### src/rtl/msb_ram.sv
// generic simple dual-port synchronous ram, one write and one registered read
// depends on nothing
module msb_ram #(
  parameter int DEPTH = 256,
  parameter int WIDTH = 8
) (
  input  logic                     clk,
  input  logic                     we,
  input  logic [$clog2(DEPTH)-1:0] waddr,
  input  logic [WIDTH-1:0]         wdata,
  input  logic [$clog2(DEPTH)-1:0] raddr,
  output logic [WIDTH-1:0]         rdata
);

  logic [WIDTH-1:0] mem [DEPTH];
  logic [WIDTH-1:0] rdata_r;

  always_ff @(posedge clk) begin
    if (we) begin
      mem[waddr] <= wdata;
    end
    rdata_r <= mem[raddr];
  end

  assign rdata = rdata_r;

endmodule

### config.mk
export PLATFORM = sky130hd
export DESIGN_NAME = msb_ram
export DESIGN_NICKNAME = d
export VERILOG_FILES = /design/src/rtl/msb_ram.sv
export SDC_FILE = /design/constraint.sdc
export NUM_CORES = 2
export LEC_CHECK = 0
export ABC_AREA = 1
export BUFFER_PORTS_ARGS = -buffer_cell sky130_fd_sc_hd__buf_2
export CORE_AREA = 2 2 384 482
export DETAILED_ROUTE_END_ITERATION = 12
export DIE_AREA = 0 0 386 484
export SLEW_MARGIN = 20
export SYNTH_ARGS = -nofsm -noshare
export SYNTH_HDL_FRONTEND = slang
export SYNTH_SLANG_ARGS = --single-unit
### constraint.sdc
create_clock -name clk -period 4.47 [get_ports clk]
set_clock_uncertainty 0.05 [all_clocks]
set_input_delay 0.894 -clock clk [delete_from_list [all_inputs] [get_ports clk]]
set_output_delay 0.894 -clock clk [all_outputs]
set_load 0.03 [all_outputs]
==> flow_summary.json <==
{
  "status": "complete, no violations",
  "seq_area_frac_synth_pct": 73.9,
  "mappedNetlistArea_um2": 83400,
  "n_fill_cell": 15700,
  "relSlewSlack_pct": 25.1,
  "fin_crit_sh_pct": 63.3,
  "yosysMostFrequentCell": "nand2_1",
  "p_seq_share_pct": 53.1,
  "synth_edf_count": 2048,
  "setup_slack_ns": 1.64,
  "grt_pass1_wl_um": 345000,
  "hold_end": "mem[71][2]",
  "crit_buf_inv": 3,
  "power_density_nw_per_um2": 433,
  "power_mw": 40.1,
  "finalHoldViolCount": 0,
  "hold_path_class": "primary input to flop",
  "nets": 6967,
  "ys_seq_elements": 2056,
  "tightest_slew_ns": 1.12,
  "leakage_nw": 31.9,
  "rrSetupSlack_ns": 2.48,
  "setup_tns_ns": 0,
  "cts_made_buffers": 191,
  "antenna_found_initial": 9,
  "ys.flop_type": "edfxtp_1",
  "worstSetupPathType": "primary input to flop",
  "pwr-share-clk_pct": 40.7,
  "slew_violations": 0,
  "routed_wl_um": 234000,
  "clock_sinks": 2056,
  "synth_common_cells": "nand2_1, edfxtp_1, nand3_1, nor2_1, buf_2",
  "ant_nets": 0,
  "cp_common_cell": "nand3_1",
  "maxCapViolations": 0,
  "net-switching-power_mw": 9.02,
  "clock_latency_ns": 0.85,
  "finalSetupViolations": 0,
  "wl_per_cell_um": 24.6,
  "grt_pass1_vias": 52000,
  "syn-num-nets": 7029,
  "crit_path_start_kind": "primary input",
  "grt_overflow": 0,
  "synthArstFlopShare_pct": 0,
  "drive_above_1_share_pct": 7.14,
  "worstPathRequired_ns": 5.20,
  "yosysTopAreaCellShare_pct": 73.7,
  "worstReg2RegStart": "mem[111][3]",
  "clkTransAtPathRegs_ns": 0.06,
  "ir_drop_mv": 0.396,
  "p_int_mw": 31.0,
  "root_buffer": "clkbuf_16",
  "route.vias.total": 54400,
  "max_freq_mhz": 354,
  "io_pins": 34,
  "die_h_um": 484,
  "cp_max_fo": 98,
  "ff_latch_area_um2": 61700,
  "utilization_pct": 50.7,
  "rsz0062_at_grt": "no",
  "dieArea_um2": 187000,
  "critPathCaptureType": "flop",
  "synthToLayoutAreaGrowth_pct": 11.0,
  "arrival_ns": 3.55,
  "globalRouteTotalUtil_pct": 24.8,
  "r2r-end": "rdata[3]",
  "ctsResizeCount": 0,
  "cp_slowest_cell": "inv_16",
  "via_per_inst": 5.73,
  "reg2reg_depth": 10,
  "die_w_um": 386,
  "hold_buffers": 0,
  "crit_chain": "buf_8 -> inv_16 -> buf_4 -> nand2_1 -> nand3_1 -> nand3_1 -> nand3_1 -> nand3_1 -> nand3_1 -> nand3_1 -> nand2_1 -> nand2_1 -> nand2_1",
  "hp-start": "wdata[2]",
  "syn-mean-instance-area_um2": 11.9,
  "crit_family": "simple AND/OR/NAND/NOR gates",
  "h-tree-depth": 4,
  "grt_max_degree": 142,
  "core_um2": 183000,
  "ys_types": 14,
  "yosysWarningCount": 0,
  "min_path_cells": 1,
  "dr.pass1.iters": 7,
  "start_util_pct": 45.7,
  "cp_slowest_stage_delay_ns": 0.41,
  "gp_congestion": 0.884,
  "dp_slack_ns": 0.831,
  "combPwrFrac_pct": 6.2,
  "yosys.area.top_type": "edfxtp_1",
  "cts_tree": "built",
  "worst_hold_slack_ns": 0.456,
  "multiInputGateArea_um2": 19200,
  "synthCells": 7003,
  "netSwitchingFraction_pct": 22.5,
  "synth.area.top_cells": "edfxtp_1, nand3_1, nand2_1",
  "io_buffers": 33,
  "clockBufferDepth": 3,
  "drtIter0Drc": 6171,
  "post-cts-setup-buffers": 0,
  "drc": 0,
  "place_hpwl_um": 136000,
  "period_minus_slack_ns": 2.83,
  "fp-row-count": 176
}
## cell type report
type / instances / share of cell area, %
Clock buffer: 235 / 5.39
Timing Repair Buffer: 228 / 2.57
Clock inverter: 114 / 1.29
Antenna cell: 2 / 0.00541
Multi-Input combinational cell: 4425 / 20.7
Inverter: 39 / 0.195
Sequential cell: 2056 / 66.6
Tap cell: 2403 / 3.25
## registers in the layout (all words and copies together) (netlist names)
name and cells:
mem 2048, rdata 8
## cells by family (layout without fill, tap and decap cells)
logic type	after synthesis	in the layout	synth area share [%]
flip-flops	2056	2056	73.9
buffers and inverters	522	616	3.12
AND/OR/NAND/NOR	4425	4425	22.9
other	0	2	0
## power groups by stage
stage	combinational (mW)	sequential, mW	clock [mW]
6_report	2.49	21.3	16.3
5_1_grt	2.68	21.3	17.2
4_1_cts	2.49	21.3	16.5
3_5_place_dp	2.48	21.7	0
3_3_place_gp	2.46	21.7	0
2_1_floorplan	1.31	21.7	0
## layer usage
layer  part of all wire (%)  routed length [um]  global-route usage, %
met5                  0.022                  51                      0
met4                    3.8                8820                   9.26
met3                    7.3               17100                   3.62
met2                     48              113000                   40.2
met1                     40               94700                   34.0
## layout by cell type (no fill, tap or decap)
| cell | count |
|---|---|
| bufinv_16 | 22 |
| buf_8 | 11 |
| clkinv_16 | 1 |
| nand2_1 | 2116 |
| clkinv_1 | 40 |
| inv_8 | 2 |
| inv_16 | 2 |
| inv_2 | 1 |
| clkinv_2 | 32 |
| nand3_1 | 2019 |
| clkinv_8 | 3 |
| nor2_1 | 283 |
| clkbuf_1 | 42 |
| diode_2 | 2 |
| inv_6 | 8 |
| buf_12 | 51 |
| edfxtp_1 | 2048 |
| inv_1 | 34 |
| clkbuf_16 | 193 |
| nand2_2 | 7 |
| inv_4 | 1 |
| dfxtp_1 | 8 |
| clkinvlp_4 | 7 |
| buf_2 | 20 |
| buf_4 | 146 |
## per-stage QoR
step | std cells | area, um^2
floorplan | 7003 | 83400
global placement | 9151 | 86400
detailed placement | 9151 | 86400
CTS | 9500 | 92600
global route | 9501 | 92600
finish | 9502 | 92600
## how the worst max path moves through the flow
| stage | depth (start not counted) | start | slack (ns) | endpoint |
|---|---|---|---|---|
| floorplan | 4 | we | 2.03 | mem[162][0] |
| global placement | 14 | raddr[0] | 0.85 | rdata[3] |
| detailed placement | 14 | raddr[0] | 0.83 | rdata[3] |
| CTS | 1 | rdata[3] | 1.69 | rdata[3] |
| global route | 13 | raddr[0] | 1.54 | rdata[5] |
| finish | 13 | raddr[0] | 1.64 | rdata[5] |
Power figures use the tool's default switching activity.
