`src/rtl/msb_pkg.sv`:
```
// shared constants, codes and types of the meshlet scan builder
// depends on nothing; imported by msb_ctrl and meshlet_scan_builder
package msb_pkg;

  localparam int VERTEX_SLOTS          = 65536;
  localparam int MAX_MESHLET_VERTICES  = 255;
  localparam int MAX_MESHLET_TRIANGLES = 512;
  localparam int LIST_DEPTH            = 255;

  localparam int MAP_AW  = $clog2(VERTEX_SLOTS);
  localparam int LIST_AW = $clog2(LIST_DEPTH);

  localparam logic [7:0] EMPTY_SLOT = 8'hff;

  // configuration register indexes
  localparam logic CFG_VERTEX_LIMIT   = 1'b0;
  localparam logic CFG_TRIANGLE_LIMIT = 1'b1;

  // input modes
  localparam logic MODE_TRIANGLE = 1'b0;
  localparam logic MODE_END      = 1'b1;

  // result kinds
  localparam logic [1:0] KIND_DESC   = 2'd0;
  localparam logic [1:0] KIND_VERTEX = 2'd1;
  localparam logic [1:0] KIND_TRI    = 2'd2;

  typedef struct packed {
    logic [1:0]  kind;
    logic [31:0] first_vertex_slot;
    logic [31:0] first_triangle_byte;
    logic [7:0]  vertices_in_meshlet;
    logic [9:0]  triangles_in_meshlet;
    logic [15:0] global_vertex;
    logic [7:0]  local_first;
    logic [7:0]  local_second;
    logic [7:0]  local_third;
    logic        last;
  } result_t;

  typedef struct packed {
    logic              map_we;
    logic [MAP_AW-1:0] map_waddr;
    logic [7:0]        map_wdata;
    logic [MAP_AW-1:0] map_raddr;
    logic              list_we;
    logic [LIST_AW-1:0] list_waddr;
    logic [15:0]       list_wdata;
    logic [LIST_AW-1:0] list_raddr;
  } mem_req_t;

  function automatic logic [MAP_AW-1:0] map_index(input logic [15:0] v);
    return MAP_AW'(v);
  endfunction

  // triangle bytes of a meshlet, three per triangle, rounded up to four
  function automatic logic [11:0] pad_bytes(input logic [9:0] tris);
    logic [11:0] raw;
    raw = {2'b00, tris} + {1'b0, tris, 1'b0} + 12'd3;
    return raw & ~12'd3;
  endfunction

endpackage

```
`src/rtl/msb_ctrl.sv`:
```
// sequencer: slot map clearing sweep, corner lookups, meshlet close walk and
// corner placement; drives both rams and the result stage; uses msb_pkg
module msb_ctrl (
  input  logic                clk,
  input  logic                rst_n,
  input  logic                in_valid,
  output logic                in_stall,
  input  logic                in_mode,
  input  logic [15:0]         in_vertex_a,
  input  logic [15:0]         in_vertex_b,
  input  logic [15:0]         in_vertex_c,
  input  logic [7:0]          vlim,
  input  logic [9:0]          tlim,
  input  logic                out_free,
  output logic                res_push,
  output msb_pkg::result_t    res,
  output msb_pkg::mem_req_t   mem_req,
  input  logic [7:0]          map_rdata,
  input  logic [15:0]         list_rdata
);
  import msb_pkg::*;

  localparam logic [3:0] S_CLR   = 4'd0;
  localparam logic [3:0] S_IDLE  = 4'd1;
  localparam logic [3:0] S_RDB   = 4'd2;
  localparam logic [3:0] S_RDC   = 4'd3;
  localparam logic [3:0] S_DEC   = 4'd4;
  localparam logic [3:0] S_CDESC = 4'd5;
  localparam logic [3:0] S_WALK  = 4'd6;
  localparam logic [3:0] S_PA    = 4'd7;
  localparam logic [3:0] S_PB    = 4'd8;
  localparam logic [3:0] S_PC    = 4'd9;
  localparam logic [3:0] S_TRI   = 4'd10;

  logic [3:0]        state_r, state_nxt;
  logic [MAP_AW-1:0] clr_cnt_r, clr_cnt_nxt;
  logic              end_r, end_nxt;
  logic [15:0]       va_r, va_nxt, vb_r, vb_nxt, vc_r, vc_nxt;
  logic [7:0]        sa_r, sa_nxt, sb_r, sb_nxt, sc_r, sc_nxt;
  logic [7:0]        la_r, la_nxt, lb_r, lb_nxt, lc_r, lc_nxt;
  logic [7:0]        vcnt_r, vcnt_nxt;
  logic [9:0]        tcnt_r, tcnt_nxt;
  logic [31:0]       vbase_r, vbase_nxt, tbase_r, tbase_nxt;
  logic [7:0]        walk_j_r, walk_j_nxt;
  logic              walk_pend_r, walk_pend_nxt;

  logic              accept;
  logic [1:0]        extra;
  logic              do_close;
  logic [15:0]       cur_v;
  logic [7:0]        cur_eff;
  logic              new_v;
  logic [7:0]        cur_slot;
  logic              walk_issue;

  assign in_stall = (state_r != S_IDLE);
  assign accept   = in_valid && !in_stall;

  // corner lookups in the decision cycle: c arrives straight from the ram
  always_comb begin
    extra = {1'b0, sa_r == EMPTY_SLOT} + {1'b0, sb_r == EMPTY_SLOT}
          + {1'b0, map_rdata == EMPTY_SLOT};
    do_close = (tcnt_r != 10'd0) &&
               (({1'b0, vcnt_r} + {7'd0, extra} > {1'b0, vlim}) || (tcnt_r >= tlim));
  end

  // slot of the corner being placed, forwarded from earlier corners of the item
  always_comb begin
    cur_v   = va_r;
    cur_eff = sa_r;
    case (state_r)
      S_PB: begin
        cur_v   = vb_r;
        cur_eff = (map_index(vb_r) == map_index(va_r)) ? la_r : sb_r;
      end
      S_PC: begin
        cur_v = vc_r;
        if (map_index(vc_r) == map_index(vb_r)) begin
          cur_eff = lb_r;
        end else if (map_index(vc_r) == map_index(va_r)) begin
          cur_eff = la_r;
        end else begin
          cur_eff = sc_r;
        end
      end
      default: begin
        cur_v   = va_r;
        cur_eff = sa_r;
      end
    endcase
    new_v    = (cur_eff == EMPTY_SLOT) && ({24'd0, vcnt_r} < LIST_DEPTH);
    cur_slot = new_v ? vcnt_r : cur_eff;
  end

  assign walk_issue = (walk_j_r < vcnt_r);

  always_comb begin
    state_nxt     = state_r;
    clr_cnt_nxt   = clr_cnt_r;
    end_nxt       = end_r;
    va_nxt        = va_r;
    vb_nxt        = vb_r;
    vc_nxt        = vc_r;
    sa_nxt        = sa_r;
    sb_nxt        = sb_r;
    sc_nxt        = sc_r;
    la_nxt        = la_r;
    lb_nxt        = lb_r;
    lc_nxt        = lc_r;
    vcnt_nxt      = vcnt_r;
    tcnt_nxt      = tcnt_r;
    vbase_nxt     = vbase_r;
    tbase_nxt     = tbase_r;
    walk_j_nxt    = walk_j_r;
    walk_pend_nxt = walk_pend_r;

    res_push = 1'b0;
    res      = '0;

    mem_req            = '0;
    mem_req.map_raddr  = map_index(va_r);
    mem_req.list_raddr = LIST_AW'(walk_j_r);

    unique case (state_r)
      S_CLR: begin
        mem_req.map_we    = 1'b1;
        mem_req.map_waddr = clr_cnt_r;
        mem_req.map_wdata = EMPTY_SLOT;
        clr_cnt_nxt       = clr_cnt_r + 1'b1;
        if (clr_cnt_r == {MAP_AW{1'b1}}) begin
          state_nxt = S_IDLE;
        end
      end
      S_IDLE: begin
        mem_req.map_raddr = map_index(in_vertex_a);
        if (accept) begin
          va_nxt  = in_vertex_a;
          vb_nxt  = in_vertex_b;
          vc_nxt  = in_vertex_c;
          end_nxt = (in_mode == MODE_END);
          if (in_mode == MODE_END) begin
            if (tcnt_r != 10'd0) begin
              state_nxt = S_CDESC;
            end
          end else begin
            state_nxt = S_RDB;
          end
        end
      end
      S_RDB: begin
        mem_req.map_raddr = map_index(vb_r);
        sa_nxt            = map_rdata;
        state_nxt         = S_RDC;
      end
      S_RDC: begin
        mem_req.map_raddr = map_index(vc_r);
        sb_nxt            = map_rdata;
        state_nxt         = S_DEC;
      end
      S_DEC: begin
        sc_nxt    = map_rdata;
        state_nxt = do_close ? S_CDESC : S_PA;
      end
      S_CDESC: begin
        if (out_free) begin
          res_push                 = 1'b1;
          res.kind                 = KIND_DESC;
          res.first_vertex_slot    = vbase_r;
          res.first_triangle_byte  = tbase_r;
          res.vertices_in_meshlet  = vcnt_r;
          res.triangles_in_meshlet = tcnt_r;
          res.last                 = end_r;
          walk_j_nxt               = 8'd0;
          walk_pend_nxt            = 1'b0;
          state_nxt                = S_WALK;
        end
      end
      S_WALK: begin
        // read list entry j, clear its mark in the next cycle
        if (walk_pend_r) begin
          mem_req.map_we    = 1'b1;
          mem_req.map_waddr = map_index(list_rdata);
          mem_req.map_wdata = EMPTY_SLOT;
        end
        walk_pend_nxt = walk_issue;
        if (walk_issue) begin
          walk_j_nxt = walk_j_r + 8'd1;
        end
        if (!walk_issue && !walk_pend_r) begin
          vbase_nxt = vbase_r + {24'd0, vcnt_r};
          tbase_nxt = tbase_r + {20'd0, pad_bytes(tcnt_r)};
          vcnt_nxt  = 8'd0;
          tcnt_nxt  = 10'd0;
          // every mark is clear once the open meshlet is gone
          sa_nxt    = EMPTY_SLOT;
          sb_nxt    = EMPTY_SLOT;
          sc_nxt    = EMPTY_SLOT;
          state_nxt = end_r ? S_IDLE : S_PA;
        end
      end
      S_PA, S_PB, S_PC: begin
        if (!new_v || out_free) begin
          if (new_v) begin
            res_push           = 1'b1;
            res.kind           = KIND_VERTEX;
            res.global_vertex  = cur_v;
            mem_req.map_we     = 1'b1;
            mem_req.map_waddr  = map_index(cur_v);
            mem_req.map_wdata  = vcnt_r;
            mem_req.list_we    = 1'b1;
            mem_req.list_waddr = LIST_AW'(vcnt_r);
            mem_req.list_wdata = cur_v;
            vcnt_nxt           = vcnt_r + 8'd1;
          end
          if (state_r == S_PA) begin
            la_nxt    = cur_slot;
            state_nxt = S_PB;
          end else if (state_r == S_PB) begin
            lb_nxt    = cur_slot;
            state_nxt = S_PC;
          end else begin
            lc_nxt    = cur_slot;
            state_nxt = S_TRI;
          end
        end
      end
      S_TRI: begin
        if (out_free) begin
          res_push         = 1'b1;
          res.kind         = KIND_TRI;
          res.local_first  = la_r;
          res.local_second = lb_r;
          res.local_third  = lc_r;
          res.last         = 1'b1;
          if (tcnt_r != 10'h3ff) begin
            tcnt_nxt = tcnt_r + 10'd1;
          end
          state_nxt = S_IDLE;
        end
      end
      default: begin
        state_nxt = S_IDLE;
      end
    endcase
  end

  always_ff @(posedge clk) begin
    if (!rst_n) begin
      state_r     <= S_CLR;
      clr_cnt_r   <= '0;
      end_r       <= 1'b0;
      vcnt_r      <= 8'd0;
      tcnt_r      <= 10'd0;
      vbase_r     <= 32'd0;
      tbase_r     <= 32'd0;
      walk_j_r    <= 8'd0;
      walk_pend_r <= 1'b0;
    end else begin
      state_r     <= state_nxt;
      clr_cnt_r   <= clr_cnt_nxt;
      end_r       <= end_nxt;
      vcnt_r      <= vcnt_nxt;
      tcnt_r      <= tcnt_nxt;
      vbase_r     <= vbase_nxt;
      tbase_r     <= tbase_nxt;
      walk_j_r    <= walk_j_nxt;
      walk_pend_r <= walk_pend_nxt;
    end
  end

  always_ff @(posedge clk) begin
    va_r <= va_nxt;
    vb_r <= vb_nxt;
    vc_r <= vc_nxt;
    sa_r <= sa_nxt;
    sb_r <= sb_nxt;
    sc_r <= sc_nxt;
    la_r <= la_nxt;
    lb_r <= lb_nxt;
    lc_r <= lc_nxt;
  end

endmodule

```
`config.mk`:
```
export PLATFORM = sky130hd
export DESIGN_NAME = msb_ctrl
export DESIGN_NICKNAME = d
export VERILOG_FILES = /design/src/rtl/msb_pkg.sv /design/src/rtl/msb_ctrl.sv
export SDC_FILE = /design/constraint.sdc
export NUM_CORES = 1
export LEC_CHECK = 0
export BUFFER_PORTS_ARGS = -buffer_cell sky130_fd_sc_hd__buf_2
export CAP_MARGIN = 25
export CELL_PAD_IN_SITES_DETAIL_PLACEMENT = 0
export CELL_PAD_IN_SITES_GLOBAL_PLACEMENT = 1
export CORE_MARGIN = 2
export CORE_UTILIZATION = 44
export DETAILED_ROUTE_END_ITERATION = 16
export PLACE_DENSITY = 0.88
export SLEW_MARGIN = 20
export SYNTH_ARGS = -nofsm -noshare
export SYNTH_HDL_FRONTEND = slang
export SYNTH_SLANG_ARGS = --single-unit
```
`constraint.sdc`:
```
create_clock -name clk -period 12.2 [get_ports clk]
set_input_delay 0.61 -clock clk [delete_from_list [all_inputs] [get_ports clk]]
set_output_delay 0.61 -clock clk [all_outputs]
set_load 0.01 [all_outputs]
```
==> results of run 1 <==
synth_stat cells (4+ instances only):
library cell / n
sky130_fd_sc_hd__clkbuf_1: 66
sky130_fd_sc_hd__a211oi_1: 23
sky130_fd_sc_hd__mux2i_1: 36
sky130_fd_sc_hd__nand2_1: 117
sky130_fd_sc_hd__clkinv_1: 4
sky130_fd_sc_hd__inv_1: 72
sky130_fd_sc_hd__buf_4: 19
sky130_fd_sc_hd__and4_1: 7
sky130_fd_sc_hd__or2_2: 7
sky130_fd_sc_hd__nor2b_1: 9
sky130_fd_sc_hd__o221ai_1: 6
sky130_fd_sc_hd__a21oi_1: 104
sky130_fd_sc_hd__buf_2: 4
sky130_fd_sc_hd__fa_1: 4
sky130_fd_sc_hd__nor4_1: 11
sky130_fd_sc_hd__o31ai_1: 18
sky130_fd_sc_hd__nand4b_1: 5
sky130_fd_sc_hd__edfxtp_1: 96
sky130_fd_sc_hd__xnor2_1: 70
sky130_fd_sc_hd__xor2_1: 33
sky130_fd_sc_hd__or3_1: 24
sky130_fd_sc_hd__o21bai_1: 8
sky130_fd_sc_hd__or4_1: 22
sky130_fd_sc_hd__nand3_1: 43
sky130_fd_sc_hd__nor3_1: 14
sky130_fd_sc_hd__nand4_1: 34
sky130_fd_sc_hd__mux2_2: 7
sky130_fd_sc_hd__ha_1: 73
sky130_fd_sc_hd__and2_1: 64
sky130_fd_sc_hd__nand2b_1: 23
sky130_fd_sc_hd__o21ai_0: 58
sky130_fd_sc_hd__and3_1: 33
sky130_fd_sc_hd__nor2_1: 116
sky130_fd_sc_hd__a22oi_1: 33
sky130_fd_sc_hd__a221o_1: 16
sky130_fd_sc_hd__dfxtp_1: 110
sky130_fd_sc_hd__a21o_1: 10
power by group through the flow:
stage	logic, uW	clock network, uW	registers, uW
6_report	581	776	850
5_1_grt	627	813	855
4_1_cts	554	788	865
3_5_place_dp	552	0	879
3_3_place_gp	547	0	875
2_1_floorplan	375	0	830
cell usage in the layout (no fill, tap or decap), drive strengths merged, types with 8 or more instances in the layout:
cell type / netlist / routed
ha: 73 / 73
o21ai: 61 / 61
xor2: 33 / 33
or3: 24 / 24
clkbuf: 66 / 25
xnor2: 70 / 70
nand4: 34 / 34
dfxtp: 110 / 110
nor2b: 9 / 9
a221o: 16 / 16
a211oi: 23 / 23
buf: 26 / 309
nor2: 117 / 117
nand3: 43 / 43
and3: 33 / 33
mux2i: 36 / 36
o21bai: 8 / 8
nand2b: 23 / 23
a21oi: 104 / 104
clkinv: 4 / 14
edfxtp: 96 / 96
nor4: 13 / 13
inv: 72 / 72
a21o: 10 / 10
a22oi: 33 / 33
nand2: 117 / 117
nor3: 14 / 14
or4: 22 / 22
o31ai: 18 / 18
and2: 64 / 64
how the worst max path moves through the flow:
stage | start | to | slack [ns] | depth (start not counted)
after floorplan | vc_r[5] | mem_req[57] | 8.00 | 11
final | vc_r[9] | mem_req[72] | 6.47 | 11
after global placement | vc_r[10] | mem_req[72] | 7.14 | 11
after detailed placement | vc_r[10] | mem_req[72] | 7.10 | 11
after global routing | vc_r[6] | mem_req[72] | 6.23 | 11
after CTS | vc_r[6] | mem_req[72] | 6.54 | 11
critical path, delay by kind of cell, from the launching register on:
family          cells  cell delay (ns)
compound gates      5             1.60
buf+inv             2             0.49
xor+xnor            1             0.19
simple gates        3             1.86
flops               1             0.46
kinds of logic after synthesis:
logic type,share of synthesized area
buf+inv,0.05449
mux,0.03385
other cells,0.0002891
compound gates,0.1549
simple gates,0.2184
fa+ha+maj,0.07658
flops,0.3920
xor+xnor,0.06954
flip-flops by register name, summed over array words and instances, names as in the netlist:
| signal | flops |
|---|---|
| vbase_r | 32 |
| walk_pend_r | 1 |
| la_r | 8 |
| walk_j_r | 8 |
| tcnt_r | 10 |
| lc_r | 8 |
| state_r | 4 |
| tbase_r | 30 |
| lb_r | 8 |
| va_r | 16 |
| clr_cnt_r | 16 |
| vb_r | 16 |
| sc_r | 8 |
| sb_r | 8 |
| sa_r | 8 |
| vcnt_r | 8 |
| end_r | 1 |
| vc_r | 16 |
final cells by class:
class,instances,share of cell area
Antenna cell,1,0.0001610
Multi-Input combinational cell,1078,0.4656
Clock inverter,19,0.01465
Inverter,76,0.01835
Sequential cell,206,0.3272
Timing Repair Buffer,309,0.1029
Clock buffer,25,0.04024
Tap cell,384,0.03091
per-layer routing:
metal  wire length [um]  up-vias  share of wire
met5                  0        -              0
met4               1563        0          0.040
met3               3202       93          0.081
met2              18510      490           0.47
met1              16260     5665           0.41
li1                   -     5718              -
per-stage QoR:
step | hold slack [ns] | instances | worst slack, ns | util | area, um^2
after global placement | 0.4582 | 2052 | 7.144 | 0.5079 | 14660
after floorplan | 0.4440 | 1452 | 7.998 | - | 12980
final | 0.2741 | 2098 | 6.467 | 0.5387 | 15540
after global routing | 0.2537 | 2098 | 6.231 | 0.5387 | 15540
after detailed placement | 0.4640 | 2052 | 7.103 | 0.5083 | 14670
after CTS | 0.2543 | 2096 | 6.541 | 0.5379 | 15520
==> impl_metrics.py, run 1 <==
metrics = {
    "global_routing": {
        "globalRoute.busiestLayer": "met2",
        "gr-usage-all-layers": 0.2471,
        "met2_usage": 0.4101,
        "first_global_vias": 11360,
        "grt.met1_usage": 0.3153,
        "pin_count_of_the_biggest_net_entering_global_routing": 60,
        "antenna_found_initial": 1,
        "gr-usage-met3": 0.04697,
        "global_route_wire_length_before_repair_mm": 61.04,
        "globalRoute.totalOverflow": 0,
    },
    "synth": {
        "synth-seq-area-share": 0.3920,
        "netlist_top_cells_area": "sky130_fd_sc_hd__edfxtp_1 (22%), sky130_fd_sc_hd__dfxtp_1 (17%), sky130_fd_sc_hd__ha_1 (7.0%), sky130_fd_sc_hd__xnor2_1 (4.7%), sky130_fd_sc_hd__a21oi_1 (4.0%)",
        "syn_inst": 1451,
        "ys.warnings.count": 0,
        "async_s_r_ff_share_synth": 0,
        "synthesis.area_um2": 12970,
        "postSynthRegisterBits": 206,
        "post-synth-top-area-fraction": 0.2222,
        "synth_cell_type_count": 67,
        "synth_flop_cell": "sky130_fd_sc_hd__dfxtp_1",
        "number_of_enable_flip_flop_cells_after_synthesis": 96,
        "synth_area_leader_cell": "sky130_fd_sc_hd__edfxtp_1",
        "syn_area_per_cell_um2": 8.940,
    },
    "final_layout": {
        "area_growth_pct": 19.83,
        "final_layout_size_suffix_gt1_frac": 0.2218,
        "multiInputGateArea_um2": 7238,
        "sequential_cell_area_um2": 5086,
        "num-fill-cells": 2663,
        "final_nets": 1867,
    },
    "floorplan": {
        "dieHeight_um": 175.7,
        "floorplan.initialDensity": 0.4495,
        "die_width_um": 175.7,
        "design.core.area_um2": 28860,
        "area_of_the_die_um2": 30870,
        "rows": 62,
        "ioPinCount": 296,
    },
    "clocking": {
        "worst_setup_hold_path_clk_slew_ns": 0.06,
        "htree_levels": 1,
        "cts_resized": 0,
        "cts-hold-fix-buffers": 0,
        "clock-sinks": 206,
        "cts_tree": "yes",
        "clock_tree.root_cell": "sky130_fd_sc_hd__clkbuf_16",
        "clock_insertion_delay_worst_skew_ns": 0.53,
        "ctsLongestPathBuffers": 3,
        "cts-buffers-inserted": 24,
        "cts_setup_buffers": 0,
    },
    "sta": {
        "rsz_0062_raised_after_global_routing": "false",
        "fin_crit_ns": 5.733,
        "hold_viol_final": 0,
        "setup_tns_ns": 0,
        "report.final.setup_viol": 0,
        "clock_skew_ns": 0.02163,
        "worstMarginPinSlew_ns": 1.005,
        "number_of_max_slew_violations_in_the_final_report": 0,
        "fmax_mhz": 174.4,
        "final_cycle_share": 0.4699,
        "slew_headroom": 0.3298,
    },
    "critical_path": {
        "timing.reg2reg.setup_slack_ns": 7.70,
        "r2r_start": "vc_r[9]",
        "worst_ep_required_time_ns": 11.59,
        "critical_path_peak_fanout": 30,
        "critPathCaptureType": "output port",
        "start_kind": "register",
        "max_stage_delay_ns": 0.87,
        "crit_type": "reg -> out",
        "r2r_cells": 10,
        "crit_path_cell_trace": "xor2_1, nor4_1, nand4_1, o311a_1, o211a_1, a211o_1, or4_1, buf_4, a211oi_1, a221o_1, buf_2",
        "timing.critical_path.arrival_ns": 5.12,
        "slowest_stage": "sky130_fd_sc_hd__or4_1",
        "regToRegEndpoint": "vcnt_r[5]",
    },
    "job": {
        "cap_viol_max_count": 0,
    },
    "detailed_routing": {
        "violation_count_after_the_first_detailed_routing_iteration": 975,
        "vias_per_cell": 5.704,
        "drt-wirelength-per-cell_um": 18.84,
        "routed-via-count": 11970,
        "detailedRoute.firstPassIterationCount": 5,
        "drc": 0,
        "detail_route.wirelength_mm": 39.53,
        "drtAntennaViolNets": 0,
    },
    "worst_hold_path": {
        "min-delay-start": "in_vertex_c[5]",
        "worstHoldPathType": "in -> reg",
        "holdPathEnd": "vc_r[5]",
        "min_path_cells": 1,
    },
    "power_and_ir_drop": {
        "power_report.internal_total_uw": 1490,
        "power.switching_fraction": 0.3246,
        "power_density_nw_per_um2": 141.9,
        "max-vdd-ir-drop_mv": 0.1071,
        "switchingPower_uw": 716.0,
        "clkPwrFrac": 0.352,
        "portion_of_total_power_attributed_to_combinational_logic": 0.263,
        "post_layout_power_uw": 2206,
        "static-leakage-power_uw": 0.006465,
        "seq_pwr_share": 0.385,
    },
    "placement": {
        "buffer_ports.inserted": 293,
        "dpl.hpwl_mm": 29.27,
        "globalplace.congestion": 0.9217,
    },
    "outcome": {
        "run_status": "completed",
    },
}
(Power assumes the default switching activity.)
==> run 2, diff against run 1 <==
ABC_AREA = 1   (was not set)
CORE_UTILIZATION = 36   (was 44)
PLACE_DENSITY = 0.8   (was 0.88)
clock period = 4.77 ns   (was 12.2 ns; I/O delays follow)
==> run 2 against run 1 <==
Net effect: via count up 14%; worst setup slack worse by 6.1 ns; combinational power rose to 2.8 times the previous value; die area up 27%; final area up 7.4%; critical path depth up 5; sequential share of layout area down 2.3 points; global-route usage down 1.9 points; clock skew down 0.0093 ns; register-to-register slack worse by 7.1 ns.
==> impl_metrics.py, run 2 <==
metrics = {
    "synth": {
        "synthMostInstantiatedCell": "sky130_fd_sc_hd__nand2_1",
        "synthesis.area_um2": 13560,
        "postSynthRegisterBits": 206,
        "number_of_enable_flip_flop_cells_after_synthesis": 96,
        "synth_cell_type_count": 48,
        "async_s_r_ff_share_synth": 0,
        "netlist_top_cells_area": "sky130_fd_sc_hd__edfxtp_1 (21%), sky130_fd_sc_hd__dfxtp_1 (16%), sky130_fd_sc_hd__nand2_1 (11%), sky130_fd_sc_hd__nor2_1 (8.1%), sky130_fd_sc_hd__inv_1 (7.5%)",
        "synth_flop_cell": "sky130_fd_sc_hd__dfxtp_1",
        "post_synth_most_frequent_cells": "sky130_fd_sc_hd__nand2_1 (385), sky130_fd_sc_hd__nor2_1 (293), sky130_fd_sc_hd__inv_1 (271)",
        "ys.warnings.count": 0,
        "synth-seq-area-share": 0.3750,
        "syn_area_per_cell_um2": 7.174,
        "post-synth-top-area-fraction": 0.2126,
        "syn_inst": 1890,
        "synth_area_leader_cell": "sky130_fd_sc_hd__edfxtp_1",
    },
    "sta": {
        "slew_headroom": 0.3345,
        "fin_crit_ns": 4.354,
        "setup_tns_ns": 0,
        "report.final.setup_viol": 0,
        "worstMarginPinSlew_ns": 0.9945,
        "hold_viol_final": 0,
        "final_cycle_share": 0.9127,
        "number_of_max_slew_violations_in_the_final_report": 0,
        "fmax_mhz": 229.7,
        "clock_skew_ns": 0.01228,
        "worst_hold_slack_ns": 0.03976,
        "rsz_0062_raised_after_global_routing": "false",
    },
    "floorplan": {
        "dieHeight_um": 198.1,
        "area_of_the_die_um2": 39230,
        "die_width_um": 198.1,
        "design.core.area_um2": 37400,
        "floorplan.initialDensity": 0.3625,
        "ioPinCount": 296,
        "rows": 71,
    },
    "global_routing": {
        "antenna_found_initial": 0,
        "pin_count_of_the_biggest_net_entering_global_routing": 58,
        "globalRoute.totalOverflow": 0,
        "global_route_wire_length_before_repair_mm": 69.89,
        "first_global_vias": 12860,
        "gr-usage-all-layers": 0.2277,
    },
    "clocking": {
        "cts_setup_buffers": 0,
        "htree_levels": 1,
        "clock_insertion_delay_worst_skew_ns": 0.55,
        "clock-sinks": 206,
        "clock_tree.root_cell": "sky130_fd_sc_hd__clkbuf_16",
        "cts-buffers-inserted": 26,
        "cts_tree": "yes",
        "worst_setup_hold_path_clk_slew_ns": 0.06,
        "ctsLongestPathBuffers": 3,
    },
    "detailed_routing": {
        "drtAntennaViolNets": 0,
        "detailedRoute.firstPassIterationCount": 7,
        "drt-wirelength-per-cell_um": 16.75,
        "violation_count_after_the_first_detailed_routing_iteration": 895,
        "vias_per_cell": 4.974,
        "drc": 0,
        "routed-via-count": 13620,
        "detail_route.wirelength_mm": 45.84,
    },
    "power_and_ir_drop": {
        "max-vdd-ir-drop_mv": 0.2521,
        "post_layout_power_uw": 5655,
        "static-leakage-power_uw": 0.007754,
        "power_density_nw_per_um2": 338.6,
    },
    "placement": {
        "dpl.hpwl_mm": 34.42,
        "buffer_ports.inserted": 293,
        "globalplace.congestion": 0.8771,
    },
    "job": {
        "cap_viol_max_count": 0,
    },
    "critical_path": {
        "timing.reg2reg.setup_slack_ns": 0.61,
        "critical_path_peak_fanout": 34,
        "crit_type": "reg -> out",
        "timing.critical_path.arrival_ns": 4.12,
        "start_kind": "register",
        "critPathCaptureType": "output port",
        "worst_ep_required_time_ns": 4.53,
    },
    "final_layout": {
        "largest_register": "vbase_r",
        "final_nets": 2380,
        "area_growth_pct": 23.19,
        "layout_commonest_cell": "sky130_fd_sc_hd__nand2_1",
        "layout_common_cells": "sky130_fd_sc_hd__nand2_1 (384), sky130_fd_sc_hd__nor2_1 (293), sky130_fd_sc_hd__buf_2 (293), sky130_fd_sc_hd__inv_1 (270), sky130_fd_sc_hd__a21oi_1 (139)",
        "final_layout_size_suffix_gt1_frac": 0.1765,
        "largest_reg_flops": 32,
        "num-fill-cells": 3853,
        "reg_top3": "vbase_r: 32 flops, tbase_r: 30 flops",
        "insertedDiodeCount": 0,
    },
    "outcome": {
        "run_status": "completed",
    },
    "worst_hold_path": {
        "worstHoldPathType": "in -> reg",
    },
}
run 2: what timing repair did:
action,4_1_cts,5_1_grt
hold buffers,49,0
hold endpoints to repair,49,0
gates resized for setup,0,1
setup endpoints to repair,0,3
run 2: metal layers:
layer	vias up	share of wire	global-route usage
met2	481	0.46	0.3794
met3	73	0.071	0.03662
met1	6302	0.44	0.3017
met4	0	0.031	0.07268
li1	6759	-	-
met5	-	0	0
run 2: area by class of cell:
type | instances | area (um^2) | area share
Clock inverter | 10 | 45.04 | 0.002697
Tap cell | 511 | 639.4 | 0.03828
Multi-Input combinational cell | 1326 | 7044 | 0.4218
Timing Repair Buffer | 359 | 2085 | 0.1248
Sequential cell | 206 | 5085 | 0.3044
Clock buffer | 36 | 719.4 | 0.04307
Inverter | 289 | 1085 | 0.06495
run 2: kinds of logic (layout without fill, tap and decap cells):
family	count (synthesis)	in the layout	share of synthesized area
compound gates	301	301	0.1256
fa+ha+maj	77	77	0.07327
xor+xnor	70	70	0.04522
simple gates	876	876	0.2747
flops	206	206	0.3750
buf+inv	359	694	0.1059
other cells	1	2	0.0002766
run 2: through the flow:
stage	area, um^2	utilization	instances	setup WS, ns
after global placement	15450	0.4130	2642	0.6673
after CTS	16700	0.4466	2737	0.4314
after detailed placement	15450	0.4130	2642	0.5624
after global routing	16700	0.4466	2737	0.03375
after floorplan	13560	-	1891	1.096
final	16700	0.4466	2737	0.4164
run 2: worst max-delay path, cell delays in order, from the launching register on:
cell and delay (ns):
sky130_fd_sc_hd__edfxtp_1 0.47, sky130_fd_sc_hd__xor2_1 0.18, sky130_fd_sc_hd__nor2_1 0.11, sky130_fd_sc_hd__nand2_1 0.09, sky130_fd_sc_hd__nor2_2 0.37, sky130_fd_sc_hd__nand2_2 0.23
sky130_fd_sc_hd__nand3_1 0.14, sky130_fd_sc_hd__nand2_1 0.06, sky130_fd_sc_hd__nand2_1 0.07, sky130_fd_sc_hd__nand2_1 0.08, sky130_fd_sc_hd__nor2_2 0.13, sky130_fd_sc_hd__nand2_2 0.13
sky130_fd_sc_hd__nor2_8 0.23, sky130_fd_sc_hd__nand3_2 0.40, sky130_fd_sc_hd__buf_4 0.41, sky130_fd_sc_hd__nor2_1 0.26, sky130_fd_sc_hd__buf_2 0.19
run 2: worst paths after layout:
| kind | start | to | depth (start not counted) |
|---|---|---|---|
| worst max-delay path | vc_r[5] | res[40] | 16 |
| worst min-delay path | in_mode | end_r | 3 |
| worst max register to register | tcnt_r[2] | tbase_r[27] | 25 |
| worst min register to register | tbase_r[25] | tbase_r[25] | 1 |
run 2: report_power, final:
group | switching [uW] | total [uW] | leakage [uW] | internal, uW
combinational | 1100 | 1640 | 0.00561 | 535
clock | 776 | 1820 | 0.000379 | 1040
sequential | 139 | 2200 | 0.00176 | 2060
